==> src/hw/rtl/nearest_palette_color_core_defines.svh <==
// ---------------------------------------------------------------------------
// Nearest palette color core assertion macros
// Concurrent assertion helpers shared by the RTL of the palette search block.
// ---------------------------------------------------------------------------
`ifndef NEAREST_PALETTE_COLOR_CORE_DEFINES_SVH
`define NEAREST_PALETTE_COLOR_CORE_DEFINES_SVH

`ifndef ASSERT_OFF

// Antecedent implies consequent in the same cycle.
`define NPC_ASSERT_SAME(label, clk, rst_n, ante, cons) \
	label: assert property (@(posedge clk) disable iff (!(rst_n)) (ante) |-> (cons)) \
		else $error("nearest palette color core: assertion failed");

// Antecedent implies consequent in the next cycle.
`define NPC_ASSERT_NEXT(label, clk, rst_n, ante, cons) \
	label: assert property (@(posedge clk) disable iff (!(rst_n)) (ante) |=> (cons)) \
		else $error("nearest palette color core: assertion failed");

`else

`define NPC_ASSERT_SAME(label, clk, rst_n, ante, cons)
`define NPC_ASSERT_NEXT(label, clk, rst_n, ante, cons)

`endif

`endif

==> src/hw/rtl/npc_pkg.sv <==
// ---------------------------------------------------------------------------
// Nearest palette color package
// Types and constants shared by the nearest palette color search block.
// ---------------------------------------------------------------------------
`default_nettype none

package npc_pkg;

	// Default palette depth.
	localparam int unsigned NPC_ENTRIES = 64;

	// Width of the entries-in-use register.
	localparam int unsigned CFG_W = 7;

	// Reset value of the entries-in-use register.
	localparam logic [CFG_W-1:0] CFG_RESET = 7'd64;

	// Transaction kinds.
	localparam logic MODE_LOAD  = 1'b0;
	localparam logic MODE_QUERY = 1'b1;

	typedef struct packed {
		logic       mode;
		logic [5:0] entry_index;
		logic [7:0] red;
		logic [7:0] green;
		logic [7:0] blue;
	} npc_in_t;

	typedef struct packed {
		logic [5:0]  match_index;
		logic [7:0]  match_red;
		logic [7:0]  match_green;
		logic [7:0]  match_blue;
		logic [17:0] match_distance_sq;
	} npc_out_t;

	typedef enum logic [1:0] {
		ST_CLEAR,
		ST_IDLE,
		ST_SEARCH,
		ST_DONE
	} npc_state_t;

endpackage

`default_nettype wire

==> src/hw/rtl/nearest_palette_color_core.sv <==
// ---------------------------------------------------------------------------
// Nearest palette color core
// Palette store with a sequential nearest-color search by squared distance.
// ---------------------------------------------------------------------------
// The block holds a palette of ENTRIES 24-bit RGB colors in one synchronous
// RAM. A load transaction writes one entry and returns no result. A query
// transaction walks the palette from entry zero, reading one entry per cycle
// from the RAM port, and returns the entry with the least squared distance,
// lowest index on ties. A query over N entries in use makes N RAM reads,
// then passes through the registered read data and the registered distance,
// and hands the winner to the output register once that register is free or
// being read. The result waits in that register, so the next transaction is
// taken while it is still unread. After reset the block zeroes the RAM, one
// entry per cycle, and accepts no transaction until that pass ends;
// configuration writes are taken at any time. The entries_in_use register
// reads zero as one and saturates at ENTRIES.
// ---------------------------------------------------------------------------
`default_nettype none

`include "nearest_palette_color_core_defines.svh"

module nearest_palette_color_core #(
	parameter int unsigned ENTRIES = npc_pkg::NPC_ENTRIES
) (
	input  wire logic                       clk,
	input  wire logic                       arst_n,

	input  wire logic                       cfg_wr_en,
	input  wire logic [npc_pkg::CFG_W-1:0]  cfg_wr_data,

	input  wire logic                       in_valid,
	output logic                            in_ready,
	input  wire npc_pkg::npc_in_t           in_data,

	output logic                            out_valid,
	input  wire logic                       out_ready,
	output npc_pkg::npc_out_t               out_data
);

	import npc_pkg::*;

	// Address width of the palette RAM; a single-entry palette still gets one bit.
	localparam int unsigned AW = (ENTRIES > 1) ? $clog2(ENTRIES) : 1;
	localparam logic [AW-1:0] LAST_ADDR = AW'(ENTRIES - 1);

	// Control state.
	npc_state_t state_q, state_d;
	logic [CFG_W-1:0] cfg_q;
	logic [AW-1:0] clr_addr_q;
	logic [AW-1:0] rd_addr_q;
	logic [AW-1:0] last_addr_q;
	logic rd_done_q;

	// FSM outputs.
	logic clearing;
	logic rd_en;
	logic out_load;

	// Query color held for the whole search.
	logic [7:0] qry_red_q, qry_green_q, qry_blue_q;

	// Palette RAM.
	logic [23:0] palette_mem [ENTRIES];
	logic mem_we;
	logic [AW-1:0] mem_waddr;
	logic [23:0] mem_wdata;

	// Stage 1: RAM read data.
	logic valid_s1, first_s1, last_s1;
	logic [AW-1:0] idx_s1;
	logic [23:0] rgb_s1;

	// Stage 2: distance.
	logic valid_s2, first_s2, last_s2;
	logic [AW-1:0] idx_s2;
	logic [23:0] rgb_s2;
	logic [17:0] dist_s2;

	// Running best.
	logic [AW-1:0] best_idx_q;
	logic [23:0] best_rgb_q;
	logic [17:0] best_dist_q;
	logic take;

	// Output register.
	logic out_valid_q;
	npc_out_t out_q;

	logic in_fire;
	logic load_fire;
	logic query_fire;
	logic [AW-1:0] query_last;
	logic [7:0] diff_r, diff_g, diff_b;
	logic [15:0] sq_r, sq_g, sq_b;
	logic [17:0] dist_s1;

	assign in_fire    = in_valid && in_ready;
	assign load_fire  = in_fire && (in_data.mode == MODE_LOAD);
	assign query_fire = in_fire && (in_data.mode == MODE_QUERY);

	// Last entry a query searches, with zero read as one and saturation at the
	// palette depth.
	always_comb begin
		if (cfg_q == '0) begin
			query_last = '0;
		end else if (32'(cfg_q) > ENTRIES) begin
			query_last = LAST_ADDR;
		end else begin
			query_last = AW'(32'(cfg_q) - 32'd1);
		end
	end

	// -----------------------------------------------------------------------
	// Sequencer
	// -----------------------------------------------------------------------
	always_comb begin
		state_d = state_q;
		unique case (state_q)
			ST_CLEAR: begin
				if (clr_addr_q == LAST_ADDR) begin
					state_d = ST_IDLE;
				end
			end
			ST_IDLE: begin
				if (query_fire) begin
					state_d = ST_SEARCH;
				end
			end
			ST_SEARCH: begin
				if (valid_s2 && last_s2) begin
					state_d = ST_DONE;
				end
			end
			ST_DONE: begin
				if (!out_valid_q || out_ready) begin
					state_d = ST_IDLE;
				end
			end
			default: begin
				state_d = ST_CLEAR;
			end
		endcase
	end

	always_comb begin
		clearing = 1'b0;
		in_ready = 1'b0;
		rd_en    = 1'b0;
		out_load = 1'b0;
		unique case (state_q)
			ST_CLEAR: begin
				clearing = 1'b1;
			end
			ST_IDLE: begin
				in_ready = 1'b1;
			end
			ST_SEARCH: begin
				rd_en = !rd_done_q;
			end
			ST_DONE: begin
				out_load = !out_valid_q || out_ready;
			end
			default: begin
				clearing = 1'b0;
			end
		endcase
	end

	always_ff @(posedge clk or negedge arst_n) begin
		if (!arst_n) begin
			state_q     <= ST_CLEAR;
			cfg_q       <= CFG_RESET;
			clr_addr_q  <= '0;
			rd_addr_q   <= '0;
			last_addr_q <= '0;
			rd_done_q   <= 1'b1;
		end else begin
			state_q <= state_d;
			if (cfg_wr_en) begin
				cfg_q <= cfg_wr_data;
			end
			if (clearing) begin
				clr_addr_q <= clr_addr_q + AW'(1);
			end
			if (query_fire) begin
				rd_addr_q   <= '0;
				last_addr_q <= query_last;
				rd_done_q   <= 1'b0;
			end else if (rd_en) begin
				if (rd_addr_q == last_addr_q) begin
					rd_done_q <= 1'b1;
				end else begin
					rd_addr_q <= rd_addr_q + AW'(1);
				end
			end
		end
	end

	always_ff @(posedge clk) begin
		if (query_fire) begin
			qry_red_q   <= in_data.red;
			qry_green_q <= in_data.green;
			qry_blue_q  <= in_data.blue;
		end
	end

	// -----------------------------------------------------------------------
	// Palette RAM: one write port shared by the clearing pass and loads, one
	// registered read port for the search. Loads only happen while idle and
	// reads only while searching, so the two never touch the same cycle.
	// -----------------------------------------------------------------------
	always_comb begin
		if (clearing) begin
			mem_we    = 1'b1;
			mem_waddr = clr_addr_q;
			mem_wdata = '0;
		end else begin
			// Indices past the end of the palette are dropped.
			mem_we    = load_fire && (32'(in_data.entry_index) < ENTRIES);
			mem_waddr = AW'(in_data.entry_index);
			mem_wdata = {in_data.red, in_data.green, in_data.blue};
		end
	end

	always_ff @(posedge clk) begin
		if (mem_we) begin
			palette_mem[mem_waddr] <= mem_wdata;
		end
		if (rd_en) begin
			rgb_s1 <= palette_mem[rd_addr_q];
		end
	end

	always_ff @(posedge clk or negedge arst_n) begin
		if (!arst_n) begin
			valid_s1 <= 1'b0;
			valid_s2 <= 1'b0;
		end else begin
			valid_s1 <= rd_en;
			valid_s2 <= valid_s1;
		end
	end

	always_ff @(posedge clk) begin
		if (rd_en) begin
			idx_s1   <= rd_addr_q;
			first_s1 <= (rd_addr_q == '0);
			last_s1  <= (rd_addr_q == last_addr_q);
		end
	end

	// Squared distance of the entry just read.
	always_comb begin
		diff_r = (qry_red_q > rgb_s1[23:16]) ? (qry_red_q - rgb_s1[23:16])
			: (rgb_s1[23:16] - qry_red_q);
		diff_g = (qry_green_q > rgb_s1[15:8]) ? (qry_green_q - rgb_s1[15:8])
			: (rgb_s1[15:8] - qry_green_q);
		diff_b = (qry_blue_q > rgb_s1[7:0]) ? (qry_blue_q - rgb_s1[7:0])
			: (rgb_s1[7:0] - qry_blue_q);
		sq_r = diff_r * diff_r;
		sq_g = diff_g * diff_g;
		sq_b = diff_b * diff_b;
		dist_s1 = 18'(sq_r) + 18'(sq_g) + 18'(sq_b);
	end

	always_ff @(posedge clk) begin
		if (valid_s1) begin
			idx_s2   <= idx_s1;
			first_s2 <= first_s1;
			last_s2  <= last_s1;
			rgb_s2   <= rgb_s1;
			dist_s2  <= dist_s1;
		end
	end

	// Strict compare keeps the lowest index on a tie; entry zero always seeds
	// the running best.
	assign take = valid_s2 && (first_s2 || (dist_s2 < best_dist_q));

	always_ff @(posedge clk) begin
		if (take) begin
			best_idx_q  <= idx_s2;
			best_rgb_q  <= rgb_s2;
			best_dist_q <= dist_s2;
		end
	end

	// -----------------------------------------------------------------------
	// Output register
	// -----------------------------------------------------------------------
	always_ff @(posedge clk or negedge arst_n) begin
		if (!arst_n) begin
			out_valid_q <= 1'b0;
		end else if (out_load) begin
			out_valid_q <= 1'b1;
		end else if (out_ready) begin
			out_valid_q <= 1'b0;
		end
	end

	always_ff @(posedge clk) begin
		if (out_load) begin
			out_q.match_index       <= 6'(best_idx_q);
			out_q.match_red         <= best_rgb_q[23:16];
			out_q.match_green       <= best_rgb_q[15:8];
			out_q.match_blue        <= best_rgb_q[7:0];
			out_q.match_distance_sq <= best_dist_q;
		end
	end

	assign out_valid = out_valid_q;
	assign out_data  = out_q;

	// -----------------------------------------------------------------------
	// Assertions
	// -----------------------------------------------------------------------
	// The last distance of a search moves the sequencer to hand-off.
	`NPC_ASSERT_NEXT(a_last_to_done, clk, arst_n, valid_s2 && last_s2, state_q == ST_DONE)
	// The read pointer never runs past the last entry of the search.
	`NPC_ASSERT_SAME(a_rd_in_range, clk, arst_n, rd_en, rd_addr_q <= last_addr_q)
	// The pipeline is drained when the winner is handed to the output.
	`NPC_ASSERT_SAME(a_drained, clk, arst_n, state_q == ST_DONE, !valid_s1 && !valid_s2 && !rd_en)

endmodule

`default_nettype wire

==> config.mk <==
export PLATFORM = sky130hd
export DESIGN_NAME = nearest_palette_color_core
export DESIGN_NICKNAME = d
export VERILOG_FILES = /design/src/hw/rtl/npc_pkg.sv /design/src/hw/rtl/nearest_palette_color_core.sv
export VERILOG_INCLUDE_DIRS = /design/src /design/src/hw/rtl
export SDC_FILE = /design/constraint.sdc
export NUM_CORES = 2
export LEC_CHECK = 0
export BUFFER_PORTS_ARGS = -buffer_cell sky130_fd_sc_hd__buf_2
export CAP_MARGIN = 20
export CORE_AREA = 2 2 371 373
export DETAILED_ROUTE_END_ITERATION = 8
export DIE_AREA = 0 0 373 375
export GPL_TIMING_DRIVEN = 0
export HOLD_SLACK_MARGIN = 0.06
export PLACE_DENSITY = 0.81
export SLEW_MARGIN = 20
export SYNTH_ARGS = -nofsm -noshare
export SYNTH_HDL_FRONTEND = slang
export SYNTH_SLANG_ARGS = --single-unit
==> constraint.sdc <==
create_clock -name clk -period 11.42 [get_ports clk]
set_clock_uncertainty 0.15 [all_clocks]
set_input_delay 3.426 -clock clk [delete_from_list [all_inputs] [get_ports clk]]
set_output_delay 3.426 -clock clk [all_outputs]
set_load 0.05 [all_outputs]
==> impl_metrics.tcl <==
set metrics [dict create \
    outcome "completed" \
    netlist_area_um2 74300 \
    cts_tree "done" \
    hold_viol 0 \
    cellPowerDensity_nw_per_um2 148 \
    clk_path_buf_depth 3 \
    post_cts_resize_count 0 \
    instances_no_fill 5997 \
    dp_hpwl_um 140000 \
    worst_pin_slew_ps 1440 \
    place_area_um2 80100 \
    fin_crit_sh_pct 81.1 \
    finalSetupViolCount 0 \
    viasPerCell 6.95 \
    clock_latency_ps 800 \
    crit_type "reg -> reg" \
    wl_per_cell_um 37.6 \
    cp.arrival_ps 9650 \
    dieArea_um2 140000 \
    hold_ws_ps 266 \
    io-pin-count 93 \
    nets 4391 \
    leakage_nw 26.8 \
    yosysUniqueCellTypes 62 \
    path_clk_slew_ps 70 \
    period_minus_slack_ps 9270 \
    cap_violations 0 \
    cp_common_cell "fa_1" \
    row_count 136 \
    gp_congestion 0.916 \
    syn_nets 4031 \
    synth_seq_area_share_pct 71.3 \
    fin_util_pct 62.9 \
    drive_above_1_share_pct 26.7 \
    numCtsBuffers 166 \
    finalInstanceArea_um2 85700 \
    ctsHoldBuffers 0 \
    cp_slowest_cell "xor2_1" \
    dieHeight_um 375 \
    syn_inst 3698 \
    drc 0 \
    grt_use_total_pct 32.5 \
    drt_iter0_drc 7449 \
    fmax_mhz 108 \
    ir_drop_v 0.000161 \
    slew_headroom_pct 3.47 \
    drv_slew 0 \
    synthArstFlopShare_pct 1.75 \
    synth_edf_count 1738 \
    hold_depth 0 \
    clock-root-buffer "clkbuf_16" \
    startpoint_type "flop" \
    synth_area_per_cell_um2 20.1 \
    grt_pass1_vias 42100 \
    core_area_um2 136000 \
    synth_ff_type "edfxtp_1" \
    cp_max_fo 9 \
    placedCellCount 5676 \
    rsz0062_at_grt "no" \
    start_util_pct 54.5 \
    die_x_um 373 \
    via_count 41700 \
    synth-seq-cells 1769 \
    grt_max_degree 52 \
    fillers 8396 \
    min_path_type "reg -> reg" \
    worstPathRequired_ps 11800 \
    max_stage_delay_ps 700 \
    yosysWarnings 0 \
    area_growth_syn_to_layout_pct 15.3 \
    grt_pass1_wl_um 314000 \
    worst_r2r_path_depth 29 \
    first_pass_iters 6 \
    antenna_found_initial 11 \
    detail-route-antenna-nets 0 \
    mostFrequentLayoutCells "edfxtp_1 (1,738), mux4_2 (460), inv_1 (267), clkbuf_16 (170), ha_1 (152)" \
    cts_num_sinks 1769 \
    postCtsSetupBuffers 0 \
    final_common_cell "edfxtp_1" \
    overflow 0 \
    endpoint_kind "flop" \
    numPortBuffers 91 \
    htreeDepth 4 \
    finalSetupTns_ps 0 \
    wirelength_um 226000 \
]
## cell type report
type | count | area [µm²] | share of cell area, %
sequential | 1769 | 53000 | 61.8
multi-input combinational | 1505 | 20300 | 23.7
clock buffer | 201 | 4400 | 5.13
timing repair buffer | 192 | 2880 | 3.36
tap | 1794 | 2240 | 2.62
clock inverter | 105 | 1080 | 1.26
inverter | 271 | 1020 | 1.19
buffer | 153 | 766 | 0.894
antenna | 7 | 17.5 | 0.0204
## power breakdown
group | internal (mW) | leakage, nW | switching, mW
registers | 7.02 | 13.8 | 0.00211
logic | 0.0136 | 10.4 | 0.0173
clock network | 3.14 | 2.67 | 2.53
total | 10.2 | 26.8 | 2.55
## worst max-delay path, delay by kind of cell (launching register included)
family | cells | cell delay (ps)
fa+ha+maj | 10 | 4420
compound gates | 8 | 1540
simple gates | 3 | 910
xor+xnor | 2 | 870
flops | 1 | 510
buf+inv | 5 | 300
mux | 1 | 270
## path summary, 6_finish.rpt
kind / start / slack (ps) / endpoint
setup / recovery: rgb_s1[0] / 2150 / dist_s2[17]
hold / removal: best_rgb_q[15] / 270 / out_data[33]
setup reg to reg: rgb_s1[0] / 2150 / dist_s2[17]
hold reg to reg: best_rgb_q[15] / 270 / out_data[33]
max in group asynchronous: arst_n / 8060 / valid_s1
min in group asynchronous: arst_n / 2520 / cfg_q[2]
## through the flow
step                      total power, mW  setup slack (ps)
after floorplan                      7.17              3120
after global placement               7.19              2340
after detailed placement             7.19              2230
after CTS                            12.7              2200
after global routing                 12.9              1630
final                                12.7              2150
## per-layer routing
metal  track usage (%)  part of all wire [%]  vias up
met5                 0                 0.036        -
met4              22.4                   8.5       14
met3              9.91                    13     1060
met2              52.1                    48     4161
met1              37.8                    30    21100
li1                  -                     -    15400
## cells by family (layout without fill, tap and decap cells)
kind of cell,Yosys count,after routing,synth area share (%)
muxes,535,535,15.0
adders and majority gates,291,291,6.29
other,0,7,0
AOI/OAI and AO/OA,224,224,1.96
and+or+nand+nor,400,400,2.48
xor gates and xnor gates,55,55,0.673
buffers and inverters,424,922,2.37
DFF,1769,1769,71.3
## sequential cells by signal, indices dropped and copies added, names as in the netlist, 2 cells and up
signal       count
best_dist_q     18
best_idx_q       6
best_rgb_q      24
cfg_q            7
clr_addr_q       6
dist_s2         18
idx_s1           6
idx_s2           6
last_addr_q      6
out_data        48
palette_mem   1536
qry_blue_q       8
qry_green_q      8
qry_red_q        8
rd_addr_q        6
rgb_s1          24
rgb_s2          24
state_q          2
## Yosys cell counts (4+ instances only)
master,instances,share of area (%)
a21oi_1,74,0.50
mux2i_1,64,0.86
and3_1,7,0.059
nand2_1,97,0.49
buf_2,53,0.36
xor2_1,24,0.28
o21bai_1,9,0.091
and2_1,10,0.084
a221oi_1,4,0.047
edfxtp_1,1738,70
a31oi_1,4,0.034
nand2b_1,27,0.23
nor2_1,160,0.81
buf_4,19,0.19
mux4_2,460,14
nor3_1,8,0.054
a21o_1,22,0.22
clkbuf_1,68,0.34
a311oi_1,11,0.13
mux2_2,11,0.17
nor2b_1,51,0.43
a211oi_1,33,0.33
inv_1,267,1.3
o21a_1,6,0.061
buf_6,4,0.061
or2_2,7,0.059
nand3b_1,5,0.051
xnor2_1,30,0.35
o31ai_1,8,0.081
fa_1,138,3.7
ha_1,152,2.6
dfrtp_1,29,0.98
o22ai_1,5,0.042
nand4_1,11,0.093
buf_1,9,0.045
nand3_1,10,0.067
o21ai_0,28,0.19
No activity file was read; power rests on OpenSTA's default activity.
